==> src/att_pkg.sv <==
`default_nettype none

package att_pkg;

    // pipeline depths of the iterative units
    localparam int SqrtSteps   = 16;
    localparam int CordicSteps = 16;
    localparam int DivSteps    = 16;

    // cordic datapath widths
    localparam int CordicW = 34;
    localparam int AngW    = 19;

    // stage numbers of the main pipeline
    localparam int StgSq   = 1;
    localparam int StgRxy  = StgSq + SqrtSteps;
    localparam int StgTilt = StgRxy + CordicSteps + 1;
    localparam int StgNum  = StgTilt + 1;
    localparam int StgQ    = StgNum + DivSteps;
    localparam int StgAdj  = StgQ + 1;
    localparam int StgSum  = StgAdj + 1;
    localparam int StgBank = StgAdj + CordicSteps + 1;
    localparam int StgFin  = StgBank + 1;

    // fixed-point constants
    localparam logic [16:0]           GravityQ8    = 17'd2511;
    localparam logic [20:0]           DegToRadQ26  = 21'd1171270;
    localparam logic [15:0]           ThrustMul    = 16'd53441;
    localparam logic [15:0]           ThrustLowQ11 = 16'd614;
    localparam logic [15:0]           ThrustOneQ11 = 16'd2048;
    localparam logic signed [AngW-1:0] PiQ13       = 19'sd25736;
    localparam logic [15:0]           MaxRadReset  = 16'((30 * 1171270 + 4096) >> 13);

    // data that travels alongside the arithmetic units
    typedef struct packed {
        logic signed [15:0] ax;
        logic signed [15:0] ay;
        logic signed [16:0] az;
        logic [30:0]        sz;
        logic               zero;
        logic               az_pos;
        logic               scaled;
    } side_t;

    // arctangent of 2^-i in units of 2^-16 rad
    function automatic logic signed [AngW-1:0] atan_step(input int i);
        logic signed [AngW-1:0] t;
        case (i)
            0:       t = 19'sd51472;
            1:       t = 19'sd30386;
            2:       t = 19'sd16055;
            3:       t = 19'sd8150;
            4:       t = 19'sd4091;
            5:       t = 19'sd2047;
            6:       t = 19'sd1024;
            7:       t = 19'sd512;
            8:       t = 19'sd256;
            9:       t = 19'sd128;
            10:      t = 19'sd64;
            11:      t = 19'sd32;
            12:      t = 19'sd16;
            13:      t = 19'sd8;
            14:      t = 19'sd4;
            15:      t = 19'sd2;
            default: t = '0;
        endcase
        return t;
    endfunction

    // whole degrees to Q3.13 radians, rounded
    function automatic logic [15:0] deg_to_rad(input logic [7:0] deg);
        logic [28:0] p;
        p = 29'(deg) * 29'(DegToRadQ26) + 29'd4096;
        return p[28:13];
    endfunction

endpackage

`default_nettype wire

==> src/att_isqrt.sv <==
`default_nettype none

module att_isqrt
    import att_pkg::*;
(
    input  wire logic        clk,
    input  wire logic        en,
    input  wire logic [31:0] radicand,
    output logic [15:0]      root
);

    logic [31:0] val_reg  [SqrtSteps];
    logic [17:0] rem_reg  [SqrtSteps];
    logic [15:0] root_reg [SqrtSteps];

    // one result bit per stage, digit by digit
    for (genvar j = 0; j < SqrtSteps; j++) begin : g_step
        logic [31:0] v_in;
        logic [17:0] r_in;
        logic [15:0] q_in;
        logic [19:0] acc;
        logic [19:0] trial;

        if (j == 0) begin : g_first
            assign v_in = radicand;
            assign r_in = '0;
            assign q_in = '0;
        end
        else begin : g_next
            assign v_in = val_reg[j-1];
            assign r_in = rem_reg[j-1];
            assign q_in = root_reg[j-1];
        end

        assign acc   = {r_in, v_in[31-2*j -: 2]};
        assign trial = {2'b00, q_in, 2'b01};

        always_ff @(posedge clk)
        begin
            if (en)
            begin
                val_reg[j] <= v_in;
                if (acc >= trial)
                begin
                    rem_reg[j]  <= 18'(acc - trial);
                    root_reg[j] <= {q_in[14:0], 1'b1};
                end
                else
                begin
                    rem_reg[j]  <= acc[17:0];
                    root_reg[j] <= {q_in[14:0], 1'b0};
                end
            end
        end
    end

    assign root = root_reg[SqrtSteps-1];

endmodule

`default_nettype wire

==> config.mk <==
export PLATFORM = sky130hd
export DESIGN_NAME = att_isqrt
export DESIGN_NICKNAME = d
export VERILOG_FILES = /design/src/att_pkg.sv /design/src/att_isqrt.sv
export SDC_FILE = /design/constraint.sdc
export NUM_CORES = 1
export LEC_CHECK = 0
export BUFFER_PORTS_ARGS = -buffer_cell sky130_fd_sc_hd__buf_2
export CORE_ASPECT_RATIO = 0.6
export CORE_MARGIN = 1.5
export CORE_UTILIZATION = 55
export DETAILED_ROUTE_END_ITERATION = 12
export MAX_ROUTING_LAYER = met4
export PLACE_DENSITY = 0.71
export REMOVE_ABC_BUFFERS = 1
export SLEW_MARGIN = 20
export SYNTH_ARGS = -nofsm -noshare
export SYNTH_HDL_FRONTEND = slang
export SYNTH_SLANG_ARGS = --single-unit
==> constraint.sdc <==
create_clock -name clk -period 7.85 [get_ports clk]
set_input_delay 0 -clock clk [delete_from_list [all_inputs] [get_ports clk]]
set_output_delay 0 -clock clk [all_outputs]
set_load 0.02 [all_outputs]
### Word-level counts from Yosys, hierarchy flattened

Memories as Yosys holds them, arrays and structs flattened.
Cells that the tools add are included.

| storage, ports and cells | value |
|---|---|
| memory bits (writable) | 1056 |
| bits of input ports | 34 |
| word-level logic and storage cells | 197 |
| output and inout port bits | 16 |
| register bits after elaboration | 0 |
| memories | 3 |

| cells by class | value |
|---|---|
| order comparisons | 16 |
| mux-type cells | 130 |
| bitwise operators | 32 |
| add/sub/neg operators | 16 |

Memory list:

| memory | words | bits a word | read ports | clocked after Yosys merged registers in | write ports | line | source |
|---|---|---|---|---|---|---|---|
| val_reg | 16 | 32 | 15 | 0 | 16 | att_isqrt.sv:12 | `logic [31:0] val_reg [SqrtSteps];` |
| rem_reg | 16 | 18 | 15 | 0 | 16 | att_isqrt.sv:13 | `logic [17:0] rem_reg [SqrtSteps];` |
| root_reg | 16 | 16 | 16 | 0 | 16 | att_isqrt.sv:14 | `logic [15:0] root_reg [SqrtSteps];` |

Operators with widths:

| operator | number |
|---|---|
| 20-bit by 18-bit >= comparator with 1-bit output | 15 |
| 18-bit two-way mux | 16 |
| 18-bit subtractor | 15 |
| 16-bit two-way mux | 16 |
| 1-bit two-way mux | 98 |
| 1-bit bitwise OR | 32 |
| 2-bit by 1-bit subtractor with 3-bit output, second input constant | 1 |
| 2-bit by 1-bit >= comparator with 1-bit output, second input constant | 1 |

### Longest topological paths before layout

An unclocked memory read counts as a cell.

| logic depth | value |
|---|---|
| word-level depth | 6 |
| gate-level depth with buffers | 12 |
| mapped depth without buffers | 10 |

### Worst setup path before layout

Ideal clock, no wire load.

| path | value |
|---|---|
| path type | register to register |
| from | memory rem_reg[9][0] (netlist: rem_reg[1][18]) |
| to | memory rem_reg[10][13] (netlist: rem_reg[1][49]), data pin |
| required time | 7.588 ns |
| stages on the path, launching flop included | 9 |
| clock period less this slack | 2.553 ns |
| library setup time | 0.262 ns |
| arrival time | 2.291 ns |
| setup slack | 5.297 ns |
| buffers on the path | 0 |
| path through | edfxtp_1 > ha_1 > nor2b_1 > o31a_1 > o311ai_1 > a31oi_1 > o31ai_1 > a21oi_1 > xor2_1 |

RTL lines:

| what | line |
|---|---|
| start: declaration | att_isqrt.sv:13 |

==> metrics.txt <==
most frequent cells in the layout edfxtp_1 (625), inv_1 (185), ha_1 (154), a21oi_1 (147), nor2_1 (127); Slew @ Worst Pin approximately 1.1 ns; Min Clock Period, post-route around 3.4 ns; Worst Hold Class primary input to register; Layout Skew roughly 0.030 ns; Worst Path Arrival roughly 3.7 ns; CP required a little over 8 ns; critical path peak fanout between 80 and 90; Initial Util around 56%; register area share after synthesis roughly 65%; Sw Pwr 2.212 mW; Via density 5.606; pre-CTS setup slack approximately 4.4 ns; Max H-tree Level 2; share of layout cells above drive strength 1 9.366%; Yosys reg bits 626; CP bufs+invs 3; WL/cell approximately 17 um; CTS buffer count 56; IO Pins 50; Clock power frac 31.7%; R2R Setup Slk around 4.5 ns; final hold violations 0; Yosys Warn Count 0; die height approximately 180 um; cell area after synthesis between 20000 and 30000 um^2; CP Capture Type register; Tcrit/Tclk final 43.14%; final wirelength ~52 mm; PnR worst setup slack ~4.5 ns; CTS sink cnt 626; synth unique cells a little over 90; TritonCTS clock tree yes; CP max stage delay 0.82 ns; Clk Latency, worst-skew pair around 0.62 ns; Gate power share roughly 16%; Post-synth EDFFs 625; Pre-antenna DRT Iters 5; unrepaired setup endpoints after global routing false; clk slew on worst S/H paths about 0.07 ns; Reg power frac between 50% and 60%; largest net degree at the start of global routing 140; CP Launch Type primary input; FMAX 0.2953 GHz; Die Width between 200 and 300 um; fin cells approximately 3000; TNS Setup 0 ns; post-cts sizing count 0; Setup violations, final 0; maximum VDD drop between 0.00015 and 0.0002 V; WS Path Type primary input to register; DIE AREA roughly 54000 um^2; Sw Share 26.29%; Routed Antenna Nets 0; FFs w/ async S/R, synth 0%; worst path cell trace dlygate4sd3_1 -> buf_8 -> buf_4 -> nor4b_1 -> nand2_1 -> a21o_1 -> nor3_2 -> o21ai_0; status completed; grt ovf 0; GP Congestion about 0.94; Avg Inst Size Synth 13.34 um^2; Slew HR about 28%; CTS root buffer clkbuf_16; Maximum Capacitance Violations 0; Top Family by Delay on Critical Path buffers and inverters; Antenna diodes 0; Synth Instances around 2200; Port-buffer cells 49; Inst Count DP around 2900; leakage power roughly 12 nW; area delta synth->final 10.82%; maximum clock path buffer count 3; slowest CP cell nor3_2; Nets 2458; DRC violations left 0; aggregate global-route resource usage between 20 and 25%; via count between 15000 and 20000; vias in the first global route between 15000 and 20000; Core Footprint between 50000 and 60000 um^2; most used flip-flop cell after synthesis edfxtp_1; DP HPWL 36.18 mm; max reg flops 250; Final Max Tran Viols 0; global-route wire length before repair 84.95 mm; row cnt 64; power density over the cells 262.3 nW/um^2; most common cell after layout, fill and taps aside edfxtp_1; P_int approximately 6.2 mW; initial antenna violation count 0; initial drt markers ~1500
==> stage by stage <==
stage                     hold slack [ns]  utilization (%)  instance area [um^2]  power [mW]
after floorplan                   0.09887                -                 28720       5.354
after global placement             0.1761            58.15                 29940       5.710
after detailed placement           0.1781            58.15                 29940       5.775
after CTS                         0.04616            62.28                 32070       8.470
after global routing              0.06073            62.29                 32070       8.814
final                             0.08113            62.29                 32070       8.412
==> cell type report <==
class                           count  area, um^2
Clock inverter                     39       350.3
Sequential cell                   626       18790
Clock buffer                       66        1439
Fill cell                        3802       19420
Tap cell                          693       867.1
Timing Repair Buffer               93       695.7
Inverter                          187       701.9
Multi-Input combinational cell   1306        9231
==> kinds of logic (layout without fill, tap and decap cells) <==
| family | Yosys count | in the layout | synth area share, % |
|---|---|---|---|
| AOI/OAI and AO/OA | 399 | 399 | 8.581 |
| DFF | 626 | 626 | 64.91 |
| and+or+nand+nor | 526 | 526 | 9.480 |
| buffers and inverters | 238 | 385 | 3.203 |
| muxes | 31 | 31 | 1.206 |
| xor gates and xnor gates | 196 | 196 | 5.957 |
| adders and majority gates | 154 | 154 | 6.657 |
==> per-layer routing <==
metal | part of all wire, % | wire length [um] | vias up | GRT usage [%]
met5 | 0 | 0 | - | -
li1 | - | - | 8185 | -
met1 | 51 | 26650 | 8148 | 31.59
met2 | 41 | 21610 | 460 | 27.30
met4 | 1.9 | 975 | 0 | 4.505
met3 | 5.6 | 2932 | 80 | 2.994
==> power groups by stage <==
stage               sequential (mW)  clock [mW]  combinational (mW)
finish                         4.38        2.67                1.36
global route                   4.42        2.87                1.52
CTS                            4.38        2.74                1.35
detailed placement             4.45           0                1.32
global placement               4.44           0                1.27
floorplan                      4.37           0               0.983
==> worst paths after layout <==
check | cells after the start | end | startpoint
worst min-delay path | 2 | val_reg[0][3] | radicand[3]
worst max register to register | 8 | rem_reg[1][28] | root_reg[1][7]
worst max-delay path | 8 | rem_reg[0][133] | en
worst min register to register | 0 | val_reg[0][110] | val_reg[0][78]
==> cells in the mapped netlist (7+ instances only) <==
| cell type | instances | area, um^2 |
|---|---|---|
| edfxtp_1 | 625 | 18770 |
| inv_1 | 185 | 694.4 |
| ha_1 | 154 | 1927 |
| a21oi_1 | 147 | 735.7 |
| nor2_1 | 127 | 476.7 |
| nand2_1 | 113 | 424.2 |
| xnor2_1 | 100 | 875.8 |
| xor2_1 | 95 | 832.1 |
| o21ai_0 | 89 | 445.4 |
| nor3_1 | 51 | 255.2 |
| nor4_1 | 32 | 200.2 |
| a21o_1 | 31 | 232.7 |
| clkbuf_1 | 31 | 116.4 |
| nand2b_1 | 28 | 175.2 |
| nand3_1 | 28 | 140.1 |
| or3_1 | 28 | 175.2 |
| nor2b_1 | 24 | 150.1 |
| mux2_2 | 23 | 259.0 |
| o21a_1 | 21 | 157.7 |
| nand4_1 | 20 | 125.1 |
| a211oi_1 | 17 | 127.6 |
| buf_2 | 17 | 85.08 |
| o211ai_1 | 17 | 127.6 |
| and2_1 | 12 | 75.07 |
| o21ai_1 | 8 | 40.04 |
| or2_2 | 8 | 50.05 |
| o21bai_1 | 7 | 52.55 |
| o31ai_1 | 7 | 52.55 |
| or4_1 | 7 | 52.55 |
==> timing repair <==
item	4_1_cts	5_1_grt
buffers inserted	0	0
hold endpoints to repair	109	0
hold buffers	34	0
Power figures use the tool's default switching activity.
