`config.mk`:
```
export PLATFORM = sky130hd
export DESIGN_NAME = att_cordic
export DESIGN_NICKNAME = d
export VERILOG_FILES = /design/src/att_pkg.sv /design/src/att_cordic.sv
export SDC_FILE = /design/constraint.sdc
export NUM_CORES = 2
export LEC_CHECK = 0
export BUFFER_PORTS_ARGS = -buffer_cell sky130_fd_sc_hd__buf_2
export CELL_PAD_IN_SITES_DETAIL_PLACEMENT = 1
export CELL_PAD_IN_SITES_GLOBAL_PLACEMENT = 2
export CORE_ASPECT_RATIO = 1.25
export CORE_MARGIN = 2
export CORE_UTILIZATION = 46
export CTS_BUF_LIST = sky130_fd_sc_hd__clkbuf_16
export CTS_CLUSTER_SIZE = 16
export DETAILED_ROUTE_END_ITERATION = 8
export GPL_TIMING_DRIVEN = 0
export PLACE_DENSITY = 0.95
export SETUP_SLACK_MARGIN = 0.1
export SYNTH_ARGS = -nofsm -noshare
export SYNTH_HDL_FRONTEND = slang
export SYNTH_SLANG_ARGS = --single-unit
```
`constraint.sdc`:
```
create_clock -name clk -period 15.75 [get_ports clk]
set_input_delay 3.15 -clock clk [delete_from_list [all_inputs] [get_ports clk]]
set_output_delay 3.15 -clock clk [all_outputs]
set_load 0.05 [all_outputs]
```
`src/att_pkg.sv`:
```
`default_nettype none

package att_pkg;

    // pipeline depths of the iterative units
    localparam int SqrtSteps   = 16;
    localparam int CordicSteps = 16;
    localparam int DivSteps    = 16;

    // cordic datapath widths
    localparam int CordicW = 34;
    localparam int AngW    = 19;

    // stage numbers of the main pipeline
    localparam int StgSq   = 1;
    localparam int StgRxy  = StgSq + SqrtSteps;
    localparam int StgTilt = StgRxy + CordicSteps + 1;
    localparam int StgNum  = StgTilt + 1;
    localparam int StgQ    = StgNum + DivSteps;
    localparam int StgAdj  = StgQ + 1;
    localparam int StgSum  = StgAdj + 1;
    localparam int StgBank = StgAdj + CordicSteps + 1;
    localparam int StgFin  = StgBank + 1;

    // fixed-point constants
    localparam logic [16:0]           GravityQ8    = 17'd2511;
    localparam logic [20:0]           DegToRadQ26  = 21'd1171270;
    localparam logic [15:0]           ThrustMul    = 16'd53441;
    localparam logic [15:0]           ThrustLowQ11 = 16'd614;
    localparam logic [15:0]           ThrustOneQ11 = 16'd2048;
    localparam logic signed [AngW-1:0] PiQ13       = 19'sd25736;
    localparam logic [15:0]           MaxRadReset  = 16'((30 * 1171270 + 4096) >> 13);

    // data that travels alongside the arithmetic units
    typedef struct packed {
        logic signed [15:0] ax;
        logic signed [15:0] ay;
        logic signed [16:0] az;
        logic [30:0]        sz;
        logic               zero;
        logic               az_pos;
        logic               scaled;
    } side_t;

    // arctangent of 2^-i in units of 2^-16 rad
    function automatic logic signed [AngW-1:0] atan_step(input int i);
        logic signed [AngW-1:0] t;
        case (i)
            0:       t = 19'sd51472;
            1:       t = 19'sd30386;
            2:       t = 19'sd16055;
            3:       t = 19'sd8150;
            4:       t = 19'sd4091;
            5:       t = 19'sd2047;
            6:       t = 19'sd1024;
            7:       t = 19'sd512;
            8:       t = 19'sd256;
            9:       t = 19'sd128;
            10:      t = 19'sd64;
            11:      t = 19'sd32;
            12:      t = 19'sd16;
            13:      t = 19'sd8;
            14:      t = 19'sd4;
            15:      t = 19'sd2;
            default: t = '0;
        endcase
        return t;
    endfunction

    // whole degrees to Q3.13 radians, rounded
    function automatic logic [15:0] deg_to_rad(input logic [7:0] deg);
        logic [28:0] p;
        p = 29'(deg) * 29'(DegToRadQ26) + 29'd4096;
        return p[28:13];
    endfunction

endpackage

`default_nettype wire

```
`src/att_cordic.sv`:
```
`default_nettype none

module att_cordic
    import att_pkg::*;
(
    input  wire logic               clk,
    input  wire logic               en,
    input  wire logic signed [17:0] y_in,
    input  wire logic signed [16:0] x_in,
    output logic signed [15:0]      angle
);

    logic signed [CordicW-1:0] x_reg [CordicSteps];
    logic signed [CordicW-1:0] y_reg [CordicSteps];
    logic signed [AngW-1:0]    z_reg [CordicSteps];
    logic signed [15:0]        ang_reg;

    logic signed [CordicW-1:0] x_ext;
    logic signed [CordicW-1:0] y_ext;
    logic signed [AngW-1:0]    z_rnd;
    logic signed [AngW-1:0]    z_shr;

    // operands scaled by 2^14
    assign x_ext = {{(CordicW-31){x_in[16]}}, x_in, 14'b0};
    assign y_ext = {{(CordicW-32){y_in[17]}}, y_in, 14'b0};

    // vectoring iterations, one per stage
    for (genvar i = 0; i < CordicSteps; i++) begin : g_iter
        logic signed [CordicW-1:0] xi;
        logic signed [CordicW-1:0] yi;
        logic signed [AngW-1:0]    zi;
        logic signed [CordicW-1:0] dx;
        logic signed [CordicW-1:0] dy;
        logic signed [AngW-1:0]    tab;
        logic                      up;

        if (i == 0) begin : g_first
            assign xi = x_ext;
            assign yi = y_ext;
            assign zi = '0;
        end
        else begin : g_next
            assign xi = x_reg[i-1];
            assign yi = y_reg[i-1];
            assign zi = z_reg[i-1];
        end

        assign dx  = yi >>> i;
        assign dy  = xi >>> i;
        assign up  = !yi[CordicW-1] && (yi != '0);
        assign tab = atan_step(i);

        always_ff @(posedge clk)
        begin
            if (en)
            begin
                if (up)
                begin
                    x_reg[i] <= xi + dx;
                    y_reg[i] <= yi - dy;
                    z_reg[i] <= zi + tab;
                end
                else
                begin
                    x_reg[i] <= xi - dx;
                    y_reg[i] <= yi + dy;
                    z_reg[i] <= zi - tab;
                end
            end
        end
    end

    // round to Q3.13 and limit to plus or minus pi
    assign z_rnd = z_reg[CordicSteps-1] + 19'sd4;
    assign z_shr = z_rnd >>> 3;

    always_ff @(posedge clk)
    begin
        if (en)
        begin
            if (z_shr > PiQ13)
                ang_reg <= PiQ13[15:0];
            else if (z_shr < -PiQ13)
                ang_reg <= 16'(-PiQ13);
            else
                ang_reg <= z_shr[15:0];
        end
    end

    assign angle = ang_reg;

endmodule

`default_nettype wire

```
# --- Word level (Yosys, flattened, before mapping) ---
# Memory sizes are Yosys's and may differ from the RTL's.
# Cells that the tools add are included.
word_totals:
  register_bits: 16
  ramBits: 1392
  input_bits: 37
  out_inout_bits: 16
  elab_cells: 343
  mem_count: 3
classes:
  addsub: 94
  order_cmp: 2
  mux: 145
  bitwise_logic: 48
  n_reduce_logical: 49
mem_list:
  columns: ["memory", "depth", "word_bits", "rd", "rd_ports_with_merged_regs", "wr", "line", "text"]
  rows:
  - ["x_reg", 16, 34, 15, 0, 16, "att_cordic.sv:13", "logic signed [CordicW-1:0] x_reg [CordicSteps];"]
  - ["y_reg", 16, 34, 15, 0, 16, "att_cordic.sv:14", "logic signed [CordicW-1:0] y_reg [CordicSteps];"]
  - ["z_reg", 16, 19, 16, 0, 16, "att_cordic.sv:15", "logic signed [AngW-1:0] z_reg [CordicSteps];"]
op_table:
  columns: ["op", "count"]
  rows:
  - ["34-bit 2-to-1 mux", 32]
  - ["34-bit nonzero test", 16]
  - ["19-bit 2-to-1 mux", 16]
  - ["1-bit 2-to-1 mux", 96]
  - ["34-bit by 19-bit adder with 34-bit output", 2]
  - ["34-bit by 20-bit adder with 34-bit output", 2]
  - ["34-bit by 21-bit adder with 34-bit output", 2]
  - ["34-bit by 22-bit adder with 34-bit output", 2]
  - ["34-bit by 23-bit adder with 34-bit output", 2]
  - ["34-bit by 24-bit adder with 34-bit output", 2]
  - ["34-bit by 25-bit adder with 34-bit output", 2]
  - ["34-bit by 26-bit adder with 34-bit output", 2]
  - ["34-bit by 27-bit adder with 34-bit output", 2]
  - ["34-bit by 28-bit adder with 34-bit output", 2]
  - ["34-bit by 29-bit adder with 34-bit output", 2]
  - ["34-bit by 30-bit adder with 34-bit output", 2]
  - ["34-bit by 31-bit adder with 34-bit output", 2]
  - ["34-bit by 32-bit adder with 34-bit output", 2]
  - ["34-bit by 33-bit adder with 34-bit output", 2]
  - ["34-bit by 19-bit subtractor with 34-bit output", 2]
  - ["34-bit by 20-bit subtractor with 34-bit output", 2]
  - ["34-bit by 21-bit subtractor with 34-bit output", 2]
  - ["34-bit by 22-bit subtractor with 34-bit output", 2]
  - ["34-bit by 23-bit subtractor with 34-bit output", 2]
  - ["48 further kinds", 138]

# --- Logic depth before layout (Yosys ltp) ---
# An unclocked memory read counts as a cell.
depth:
  ltp_word: 7
  depth_mapped: 26
  mapped_depth_nobuf: 24

# --- Least setup slack after synthesis ---
# OpenSTA, ideal clock, no wires.
synth_path:
  kind: "input port to flip-flop"
  startpoint: "input port en"
  endpoint: "memory y_reg[2][33] (netlist: y_reg[0][101]), data pin"
  setup_ns: 0.259
  arrival_ns: 7.331
  t_required_ns: 15.491
  slack_ns: 8.159
  stages: 22
  n_path_buf: 4
  cell_sequence: "clkbuf_1 -> clkbuf_1 -> o21ai_1 -> inv_1 -> clkbuf_1 -> buf_1 -> nor2_1 -> xor2_1 -> ha_1 -> inv_1 -> fa_1 -> nor2b_1 -> o21ai_0 -> a21boi_0 -> o21ai_0 -> a21oi_1 -> o2111ai_1 -> a41oi_1 -> a221o_1 -> a211oi_1 -> a21oi_1 -> xnor2_1"
synth_rtl:
  columns: ["element", "line", "text"]
  rows:
  - ["from (decl)", "att_cordic.sv:7", "input wire logic en,"]
  - ["to (decl)", "att_cordic.sv:14", null]

==> impl_metrics.toml <==
[outcome]
status = "finished, violations left"
violations = "capacitance limit, slew limit"

[grt]
grt_usage_pct = 28.6
grt_pass1_vias = 84000
antenna_found_initial = 7
grt_pass1_wl_um = 482000
gr-total-overflow = 0
grt_start_max_net_pins = 77

[logic_synthesis]
synth_simple_gate_area_share_pct = 13.9
synth-xor-area-share_pct = 13.6
synth_cells = 10200
synth_cell_types = 85
yosysTopAreaCellShare_pct = 35.6
synthesis.nets = 11300
synth_top_cell_by_area = "edfxtp_1"
ys_warn_count = 0
synth_edf_count = 1148
synth_compound_area_share_pct = 18.8
synth-adder-area-share_pct = 14.6
netlist_area_um2 = 96800
ys_top_cells_by_area = "edfxtp_1, ha_1, xnor2_1"
synth-seq-cells = 1148
syn_area_per_cell_um2 = 9.48
yosysSeqAreaShare_pct = 35.6
async_reset_ff_share_pct = 0
synth_top_family_by_area = "compound AO/OA/AOI/OAI gates"
synthMuxAreaShare_pct = 0.680
synth_top_flop_cell = "edfxtp_1"

[place]
numPortBuffers = 52
gp_congestion = 0.938
post-place-cells = 13000
place_ws_ps = 4170
dpl.hpwl_um = 257000
placed_area_um2 = 101000

[clock_network]
cts-root-buf = "clkbuf_16"
htreeDepth = 4
cts_tree = "done"
postCtsSetupBuffers = 0
path_clk_slew_ps = 60
clock_sinks = 1148
cts_hold_buf = 0
numCtsBuffers = 136
clock_latency_ps = 830
clockBufferDepth = 3
post_cts_resized = 0

[finish]
largest_reg_flops = 458
layout.cells.non_filler = 13300
synthToLayoutAreaGrowth_pct = 9.07
drive_above_1_share_pct = 3.97
fin_nets = 11600
final_area_um2 = 106000

[sta]
layout_setup_ws_ps = 4890
slew_violations = 2
period_needed_ps = 10860
fmax_mhz = 92.1
rsz0062_at_grt = "false"
worstMarginPinSlew_ps = 1760
final_hold_viol_count = 0
tns_ps = 0
post-route-period-util_pct = 68.9
setup_viol_count_final = 0
finClkSkew_ps = 28.3
slew-limit-headroom_pct = -18.4

[worst_setup_path]
slowest_delay_ps = 1010
cp_max_fo = 23
crit_buf_inv = 5
end_kind = "flip-flop"
worstSetupPathType = "in -> reg"
start_kind = "input pin"
crit_path_frequent_cell = "o21ai_0"
required_ps = 16310
cpMaxStageDelayCell = "clkbuf_1"
worstPathCellList = "buf_2 -> clkbuf_2 -> clkbuf_2 -> o21ai_1 -> clkinv_1 -> clkbuf_1 -> nor2_1 -> xor2_1 -> ha_1 -> nand4_1 -> o21ai_0 -> o21ai_0 -> o21ai_0 -> a31oi_1 -> nor4_1 -> o41ai_1 -> o2111ai_1 -> a21oi_1 -> xor2_1"
crit_arrival_ps = 11420
rr_worst_depth = 22
cp_num_cells = 19
crit_family = "buffers and inverters"

[detailed_routing]
dr_total_vias = 79200
firstDrtPassIters = 8
drcViolationCount = 0
drtIter0Drc = 4075
wl_um = 312000
vias_per_cell = 5.97
ant_nets = 0
wire_per_inst_um = 23.5

[floorplan]
dieWidth_um = 414
io-pin-count = 53
row_count = 188
die_h_um = 517
design.core.area_um2 = 210000
fp.dieArea_um2 = 214000
initial_core_util_pct = 46.2

[run]
cap_violations = 1

[min_path]
min_path_cells = 0
hold_path_class = "reg -> reg"
==> stage by stage <==
stage / util, % / hold WS (ps)
global route: 50.4 / 427
CTS: 50.3 / 419
detailed placement: 48.1 / 406
finish: 50.4 / 417
global placement: 47.9 / 401
floorplan: - / 400
==> cell usage after synthesis (15+ instances only) <==
master        n
a21boi_0     65
edfxtp_1   1148
mux2_2       27
mux2i_1      34
clkbuf_1    162
xor2_1      510
nand4_1      73
o22ai_1      23
and4_1       17
a31oi_1      67
xnor2_1     991
nor3_1      282
or3_1       120
o21ai_0     651
buf_1        22
o21bai_1    112
or2_2        52
a21oi_1     878
o21a_1      148
a2111oi_0    16
o2111ai_1    19
o41ai_1      67
a31o_2       26
nand3b_1     18
nand3_1     166
o211ai_1     38
and3_1       61
nor2b_1     133
a211o_1      15
fa_1         40
a21o_1      386
nand2_1     597
o31ai_1     149
inv_1       527
nor2_1      840
a211oi_1     83
and2_1       44
o31a_1       16
ha_1       1066
nand2b_1    169
or4_1        58
nor4_1      106
==> worst paths after layout <==
path	start	endpoint	slack, ps
setup reg to reg	y_reg[0][249]	y_reg[1][33]	6940
setup / recovery	en	y_reg[0][271]	4890
hold reg to reg	z_reg[1][1]	z_reg[1][20]	420
hold / removal	z_reg[1][1]	z_reg[1][20]	420
==> cell usage in the layout, fill, tap and decap left out, types with 73 or more instances in the layout <==
master and count:
o21a_1 148, inv_1 549, xnor2_1 991, a211oi_1 83, o21bai_1 112, nand2_1 597
nor2_1 840, clkbuf_1 139, xor2_1 510, nor3_1 282, a21oi_1 878, o31ai_1 149
or3_1 120, nor2b_1 133, nand3_1 166, o21ai_0 651, a21o_1 386, ha_1 1066
nand2b_1 169, nor4_1 106, edfxtp_1 1148, nand4_1 73, clkbuf_16 138
==> area by class of cell <==
cell class	count	area, µm²
Timing Repair Buffer	66	621
Clock inverter	105	1160
Sequential cell	1148	34500
Multi-Input combinational cell	8337	59600
Tap cell	2755	3450
Buffer	187	771
Antenna cell	6	15.0
Inverter	534	2000
Clock buffer	138	3450
Fill cell	23900	104000
==> metal layers <==
metal  wire length, µm  up-vias  track usage (%)
met5                44        -                0
met4             21200        6             17.6
met3              9320      712             3.29
met2            163000     1411             54.1
met1            119000    39100             30.4
li1                  -    38000                -
==> cells by family (layout without fill, tap and decap cells) <==
kind of cell             count (synthesis)  in the layout
AND/OR/NAND/NOR                       2772           2772
XOR/XNOR                              1501           1501
adder cells (fa/ha/maj)               1106           1106
other                                    0              6
AO/OA/AOI/OAI                         2896           2896
buffers and inverters                  721           1030
flip-flops                            1148           1148
multiplexers                            62             62
Power is left out: the tool's default activity adds up to more than one toggle a clock period on the data nets, which glitch-free logic cannot reach.
