[src/att_pkg.sv]
`default_nettype none

package att_pkg;

    // pipeline depths of the iterative units
    localparam int SqrtSteps   = 16;
    localparam int CordicSteps = 16;
    localparam int DivSteps    = 16;

    // cordic datapath widths
    localparam int CordicW = 34;
    localparam int AngW    = 19;

    // stage numbers of the main pipeline
    localparam int StgSq   = 1;
    localparam int StgRxy  = StgSq + SqrtSteps;
    localparam int StgTilt = StgRxy + CordicSteps + 1;
    localparam int StgNum  = StgTilt + 1;
    localparam int StgQ    = StgNum + DivSteps;
    localparam int StgAdj  = StgQ + 1;
    localparam int StgSum  = StgAdj + 1;
    localparam int StgBank = StgAdj + CordicSteps + 1;
    localparam int StgFin  = StgBank + 1;

    // fixed-point constants
    localparam logic [16:0]           GravityQ8    = 17'd2511;
    localparam logic [20:0]           DegToRadQ26  = 21'd1171270;
    localparam logic [15:0]           ThrustMul    = 16'd53441;
    localparam logic [15:0]           ThrustLowQ11 = 16'd614;
    localparam logic [15:0]           ThrustOneQ11 = 16'd2048;
    localparam logic signed [AngW-1:0] PiQ13       = 19'sd25736;
    localparam logic [15:0]           MaxRadReset  = 16'((30 * 1171270 + 4096) >> 13);

    // data that travels alongside the arithmetic units
    typedef struct packed {
        logic signed [15:0] ax;
        logic signed [15:0] ay;
        logic signed [16:0] az;
        logic [30:0]        sz;
        logic               zero;
        logic               az_pos;
        logic               scaled;
    } side_t;

    // arctangent of 2^-i in units of 2^-16 rad
    function automatic logic signed [AngW-1:0] atan_step(input int i);
        logic signed [AngW-1:0] t;
        case (i)
            0:       t = 19'sd51472;
            1:       t = 19'sd30386;
            2:       t = 19'sd16055;
            3:       t = 19'sd8150;
            4:       t = 19'sd4091;
            5:       t = 19'sd2047;
            6:       t = 19'sd1024;
            7:       t = 19'sd512;
            8:       t = 19'sd256;
            9:       t = 19'sd128;
            10:      t = 19'sd64;
            11:      t = 19'sd32;
            12:      t = 19'sd16;
            13:      t = 19'sd8;
            14:      t = 19'sd4;
            15:      t = 19'sd2;
            default: t = '0;
        endcase
        return t;
    endfunction

    // whole degrees to Q3.13 radians, rounded
    function automatic logic [15:0] deg_to_rad(input logic [7:0] deg);
        logic [28:0] p;
        p = 29'(deg) * 29'(DegToRadQ26) + 29'd4096;
        return p[28:13];
    endfunction

endpackage

`default_nettype wire

[src/att_div.sv]
`default_nettype none

module att_div
    import att_pkg::*;
(
    input  wire logic        clk,
    input  wire logic        en,
    input  wire logic [31:0] num_a,
    input  wire logic [31:0] num_b,
    input  wire logic [15:0] den,
    output logic [15:0]      quo_a,
    output logic [15:0]      quo_b
);

    logic [31:0] na_reg [DivSteps];
    logic [31:0] nb_reg [DivSteps];
    logic [15:0] qa_reg [DivSteps];
    logic [15:0] qb_reg [DivSteps];
    logic [15:0] d_reg  [DivSteps];

    // restoring division, one quotient bit per stage, msb first
    for (genvar t = 0; t < DivSteps; t++) begin : g_step
        logic [31:0] na_in;
        logic [31:0] nb_in;
        logic [15:0] qa_in;
        logic [15:0] qb_in;
        logic [15:0] d_in;
        logic [31:0] dsh;

        if (t == 0) begin : g_first
            assign na_in = num_a;
            assign nb_in = num_b;
            assign qa_in = '0;
            assign qb_in = '0;
            assign d_in  = den;
        end
        else begin : g_next
            assign na_in = na_reg[t-1];
            assign nb_in = nb_reg[t-1];
            assign qa_in = qa_reg[t-1];
            assign qb_in = qb_reg[t-1];
            assign d_in  = d_reg[t-1];
        end

        assign dsh = {16'b0, d_in} << (DivSteps - 1 - t);

        always_ff @(posedge clk)
        begin
            if (en)
            begin
                d_reg[t] <= d_in;
                if (na_in >= dsh)
                begin
                    na_reg[t] <= na_in - dsh;
                    qa_reg[t] <= {qa_in[14:0], 1'b1};
                end
                else
                begin
                    na_reg[t] <= na_in;
                    qa_reg[t] <= {qa_in[14:0], 1'b0};
                end
                if (nb_in >= dsh)
                begin
                    nb_reg[t] <= nb_in - dsh;
                    qb_reg[t] <= {qb_in[14:0], 1'b1};
                end
                else
                begin
                    nb_reg[t] <= nb_in;
                    qb_reg[t] <= {qb_in[14:0], 1'b0};
                end
            end
        end
    end

    assign quo_a = qa_reg[DivSteps-1];
    assign quo_b = qb_reg[DivSteps-1];

endmodule

`default_nettype wire

[config.mk]
export PLATFORM = sky130hd
export DESIGN_NAME = att_div
export DESIGN_NICKNAME = d
export VERILOG_FILES = /design/src/att_pkg.sv /design/src/att_div.sv
export SDC_FILE = /design/constraint.sdc
export NUM_CORES = 2
export LEC_CHECK = 0
export ABC_AREA = 1
export BUFFER_PORTS_ARGS = -buffer_cell sky130_fd_sc_hd__buf_2
export CORE_UTILIZATION = 45
export DETAILED_ROUTE_END_ITERATION = 8
export PLACE_DENSITY = 0.67
export SYNTH_ARGS = -nofsm -noshare
export SYNTH_HDL_FRONTEND = slang
export SYNTH_SLANG_ARGS = --single-unit
[constraint.sdc]
create_clock -name clk -period 3.3 [get_ports clk]
set_clock_uncertainty 0.2 [all_clocks]
set_input_delay 0.165 -clock clk [delete_from_list [all_inputs] [get_ports clk]]
set_output_delay 0.165 -clock clk [all_outputs]
set_load 0.02 [all_outputs]
Yosys cells after proc, flatten, opt, wreduce, memory -nomap -nowiden
Memories as Yosys holds them, arrays and structs flattened.
Index checks and enable logic that the tools add are counted.
W data, S select, Z words.
- flip-flop bits (word level): 0
- RAM bits: 1792
- bits of input ports: 82
- memories kept: 5
- memories (name ; words ; width ; read ports ; clocked after memory_dff ; wr ports ; line ; text):
    na_reg ; 16 ; 32 ; 15 ; 0 ; 16 ; att_div.sv:15 ; logic [31:0] na_reg [DivSteps];
    nb_reg ; 16 ; 32 ; 15 ; 0 ; 16 ; att_div.sv:16 ; logic [31:0] nb_reg [DivSteps];
    d_reg ; 16 ; 16 ; 15 ; 0 ; 16 ; att_div.sv:19 ; logic [15:0] d_reg [DivSteps];
    qa_reg ; 16 ; 16 ; 16 ; 0 ; 16 ; att_div.sv:17 ; logic [15:0] qa_reg [DivSteps];
    qb_reg ; 16 ; 16 ; 16 ; 0 ; 16 ; att_div.sv:18 ; logic [15:0] qb_reg [DivSteps];
- add/sub/neg operators: 32
- $lt $le $gt $ge: 32
- mux-type cells: 258
- bitwise operators: 64
- operators with widths (cell ; number):
    $mux W32 ; 32
    $mux W16 ; 32
    $mux W1 ; 194
    $ge A32 B16 Y1 ; 2
    $ge A32 B17 Y1 ; 2
    $ge A32 B18 Y1 ; 2
    $ge A32 B19 Y1 ; 2
    $ge A32 B20 Y1 ; 2
    $ge A32 B21 Y1 ; 2
    $ge A32 B22 Y1 ; 2
    $ge A32 B23 Y1 ; 2
    $ge A32 B24 Y1 ; 2
    $ge A32 B25 Y1 ; 2
    $ge A32 B26 Y1 ; 2
    $ge A32 B27 Y1 ; 2
    $ge A32 B28 Y1 ; 2
    $ge A32 B29 Y1 ; 2
    $ge A32 B30 Y1 ; 2
    $ge A32 B31 Y1 ; 2
    $or A1 B1 Y1 ; 64
    $sub A32 B16 Y32 ; 2
    $sub A32 B17 Y32 ; 2
    $sub A32 B18 Y32 ; 2
    $sub A32 B19 Y32 ; 2
    12 further kinds ; 24

Logic depth before layout (Yosys ltp)
An unclocked memory read counts as a cell.
- depth in word-level cells: 6
- mapped depth: 16

Worst setup path before layout
Ideal clock, no wire load.
- kind: input to register
- from: input en
- to: memory nb_reg[14][0], in the netlist nb_reg[1][192], enable pin
- arrival: 1.887 ns
- required time: 2.679 ns
- path slack: 0.792 ns
- cell stages on the path: 3
- path buffers: 3
- path through: buf_4 clkbuf_1 clkbuf_1
- RTL lines (what ; line ; text):
    start, declared ; att_div.sv:7 ; input wire logic en,
    end, declared ; att_div.sv:16 ;

==> results.md <==
* **run status** finished with violations
* **failing checks** setup timing
* **starting density of the core** 45.3%
* **post-synth top area share** 45.4%
* **number of setup violations in the final report** 7
* **via count** 82300
* **final hold violations** 0
* **worst hold path type** input port to flop
* **yosys synthesis warning count** 0
* **number of buffers inserted by port buffering** 113
* **fraction of layout cells with a size suffix above 1** 5.20%
* **Max-slew headroom** 43.8%
* **combined area of the multi-input logic cells** 44200 sq um
* **GPL Wtd Cong** 1.00
* **maximum ir drop on the vdd rail** 643 uV
* **number of enable flip-flop cells after synthesis** 1470
* **floorplan die height** 467 microns
* **fin. max-slew vios** 0
* **library cell contributing the largest single delay on the critical path** sky130_fd_sc_hd__dlygate4sd3_1
* **Worst setup EP type** flop
* **clk buf depth** 3
* **first-pass detailed-route iteration total** 6
* **Final period util** 101%
* **cell area after layout** 110000 sq um
* **worst-case setup slack after placement** 0.0684 ns
* **required time reported for the critical path endpoint** 3.69 ns
* **average wire per standard cell** 18.5 microns
* **proportion of synthesized chip area in sequential cells** 45.5%
* **instance count of the mapped netlist** 12700
* **filler cell count** 20700
* **achievable clock frequency** 0.299 GHz
* **global routing usage summed across all routing layers** 27.2%
* **Period minus WS final** 3.35 ns
* **combined buffer and inverter count along the critical path** 5
* **TritonCTS clock tree** yes
* **# DRC** 0
* **Crit path max-delay family** buffers and inverters
* **most area-hungry cell type in the Yosys netlist** sky130_fd_sc_hd__edfxtp_1
* **cell repeated most along the worst path** sky130_fd_sc_hd__nand2_1
* **post-synthesis async set-or-reset flop share** 0%
* **post-synthesis average cell area** 7.67 sq um
* **net count of the finished layout** 13800
* **global-route wire length before repair** 452000 microns
* **list of most frequent post-synthesis cells** sky130_fd_sc_hd__nand2_1 (4494), sky130_fd_sc_hd__inv_1 (2151), sky130_fd_sc_hd__edfxtp_1 (1470)
* **WS Path Type** input port to flop
* **width of the die** 467 microns
* **Clock Sink Count** 1472
* **num ports** 114
* **worst-path maximum fanout** 17
* **final WL** 300000 microns
* **number of global-route vias before repair** 80700
* **Post-Place Cell Area** 102000 sq um
* **max-cap violation count** 0
* **total power divided by cell area** 754 nW/um^2
* **sequential cell area** 44200 sq um
* **setup slack of the critical path after layout** -0.0472 ns
* **aggregate negative setup slack** -0.183 ns
* **leakage dissipation** 51.8 nW
* **CTS clk-pin slew, worst paths** 0.06 ns
* **post-detailed-route count of antenna-violating nets** 0
* **cell-by-cell listing of the critical path** dlygate4sd3_1 > buf_2 > inv_1 > ha_1 > nand2_1 > nor2_4 > nand2_1 > nand3_2 > a21oi_2 > nand2_1 > nand2_4 > nand3_1 > dlygate4sd3_1 > nand2_1 > dlygate4sd3_1
* **net count after synthesis** 13300
* **placed wire-length estimate after detailed placement** 246000 microns
* **top area cells in the synthesized netlist** sky130_fd_sc_hd__edfxtp_1 (45%), sky130_fd_sc_hd__nand2_1 (17%), sky130_fd_sc_hd__inv_1 (8.3%)
* **post-synthesis cell area** 97200 sq um
* **synthesis-stage register bit count** 1472
* **number of library cell types mapped by synthesis** 54
* **pin count of the biggest net entering global routing** 124
* **arrival time reported for the critical path endpoint** 3.74 ns
* **Root Buffer Master** sky130_fd_sc_hd__clkbuf_16
* **signed area change from the synthesized netlist to the final layout** 13.0%
* **Critical Path Max Stage Delay** 0.57 ns
* **Tightest Pin Transition** 0.842 ns
* **clock latency of the later-clocked register in the worst-skew pair** 0.85 ns
* **H-tree levels** 4
* **total core area** 215000 sq um
* **cts bufs inserted** 168
* **Placement Rows** 170
* **antenna violations before repair** 1
* **top flip-flop cell by instance count after synthesis** sky130_fd_sc_hd__edfxtp_1
* **average vias per placed instance** 5.09
* **die area** 218000 sq um
* **nature of the critical path startpoint** input port
* **number of DRC markers after the initial detailed-route iteration** 5221
* **most common cell in the netlist** sky130_fd_sc_hd__nand2_1
* **global route overflow** 0
## layout by cell type (no fill, tap or decap), types with 18 or more instances in the layout
master and n:
sky130_fd_sc_hd__inv_1 2150, sky130_fd_sc_hd__buf_4 158, sky130_fd_sc_hd__nor4_1 21, sky130_fd_sc_hd__clkinv_1 19, sky130_fd_sc_hd__o21bai_1 32, sky130_fd_sc_hd__ha_1 509
sky130_fd_sc_hd__or2_2 21, sky130_fd_sc_hd__o21ai_0 276, sky130_fd_sc_hd__nand4_1 259, sky130_fd_sc_hd__nor2_2 26, sky130_fd_sc_hd__fa_1 29, sky130_fd_sc_hd__edfxtp_1 1470
sky130_fd_sc_hd__nor2_1 1221, sky130_fd_sc_hd__a21o_1 18, sky130_fd_sc_hd__xor2_1 151, sky130_fd_sc_hd__and2_1 39, sky130_fd_sc_hd__nand3_1 822, sky130_fd_sc_hd__o21ai_1 33
sky130_fd_sc_hd__bufinv_16 24, sky130_fd_sc_hd__a21oi_1 409, sky130_fd_sc_hd__nor3_1 172, sky130_fd_sc_hd__xnor2_1 133, sky130_fd_sc_hd__clkinv_2 31, sky130_fd_sc_hd__clkbuf_16 169
sky130_fd_sc_hd__nand2_1 4494, sky130_fd_sc_hd__clkbuf_1 25, sky130_fd_sc_hd__dlygate4sd3_1 196, sky130_fd_sc_hd__buf_2 112, sky130_fd_sc_hd__nand3b_1 122
## where the power goes
group | total [W] | switching, W | internal [W]
registers | 0.0290 | 0.00306 | 0.0260
logic | 0.0343 | 0.0226 | 0.0117
clock network | 0.0195 | 0.00806 | 0.0114
total | 0.0828 | 0.0338 | 0.0491
## kinds of logic (layout without fill, tap and decap cells)
logic type	after synthesis	after routing	synth area share, %
AOI/OAI and AO/OA	807	807	4.46
adders and majority gates	542	542	7.21
DFF	1472	1472	45.5
buffers and inverters	2294	2955	9.16
xor gates and xnor gates	284	284	2.56
and+or+nand+nor	7272	7272	31.2
other	0	1	0
## per-stage QoR
step	cells	power (W)	hold slack [ns]	util, %
finish	16200	0.0828	0.0785	51.2
global route	16200	0.0887	0.0757	51.2
CTS	16200	0.0829	0.0225	51.1
detailed placement	15700	0.0631	0.159	47.5
global placement	15700	0.0630	0.156	47.5
floorplan	12700	0.0527	0.0639	-
## what timing repair did
action / in CTS / in global routing
endpoints found under the setup margin: 0 / 37
hold buffers: 196 / 0
gates resized for setup: 0 / 18
setup buffers: 0 / 5
endpoints found under the hold margin: 523 / 0
## cell type report
type                            instances  share of cell area [%]
Multi-Input combinational cell       8905                    40.2
Clock inverter                        113                    1.25
Timing Repair Buffer                  482                    3.67
Inverter                             2164                    7.40
Antenna cell                            1                 0.00228
Clock buffer                          196                    3.96
Tap cell                             2838                    3.23
Sequential cell                      1472                    40.2
## worst reg2reg max path, cell delays in order (launching register included)
cell and delay [ns]:
sky130_fd_sc_hd__edfxtp_1 0.49, sky130_fd_sc_hd__inv_1 0.15, sky130_fd_sc_hd__ha_1 0.24, sky130_fd_sc_hd__nand2_1 0.19, sky130_fd_sc_hd__inv_1 0.14, sky130_fd_sc_hd__a21oi_2 0.37, sky130_fd_sc_hd__o21ai_2 0.22, sky130_fd_sc_hd__o21ai_4 0.50
sky130_fd_sc_hd__nand2_4 0.24, sky130_fd_sc_hd__nor2_1 0.16, sky130_fd_sc_hd__nor2_1 0.06
## worst paths after layout
kind	start	slack [ns]	end	cells after the start
worst max-delay path	den[4]	-0.05	nb_reg[0][23]	15
worst min register to register	qb_reg[0][66]	0.20	qb_reg[0][83]	0
worst min-delay path	num_a[17]	0.08	na_reg[0][17]	4
worst max register to register	d_reg[0][81]	0.08	na_reg[0][205]	10
## metal layers
| metal | track usage, % | share of wire (%) | routed length [microns] |
|---|---|---|---|
| met1 | 27.0 | 36 | 107000 |
| met2 | 50.6 | 51 | 154000 |
| met3 | 2.89 | 3.6 | 10700 |
| met4 | 22.6 | 9.5 | 28400 |
| met5 | 0 | 0.0043 | 13 |
No activity file was read; power rests on OpenSTA's default activity.
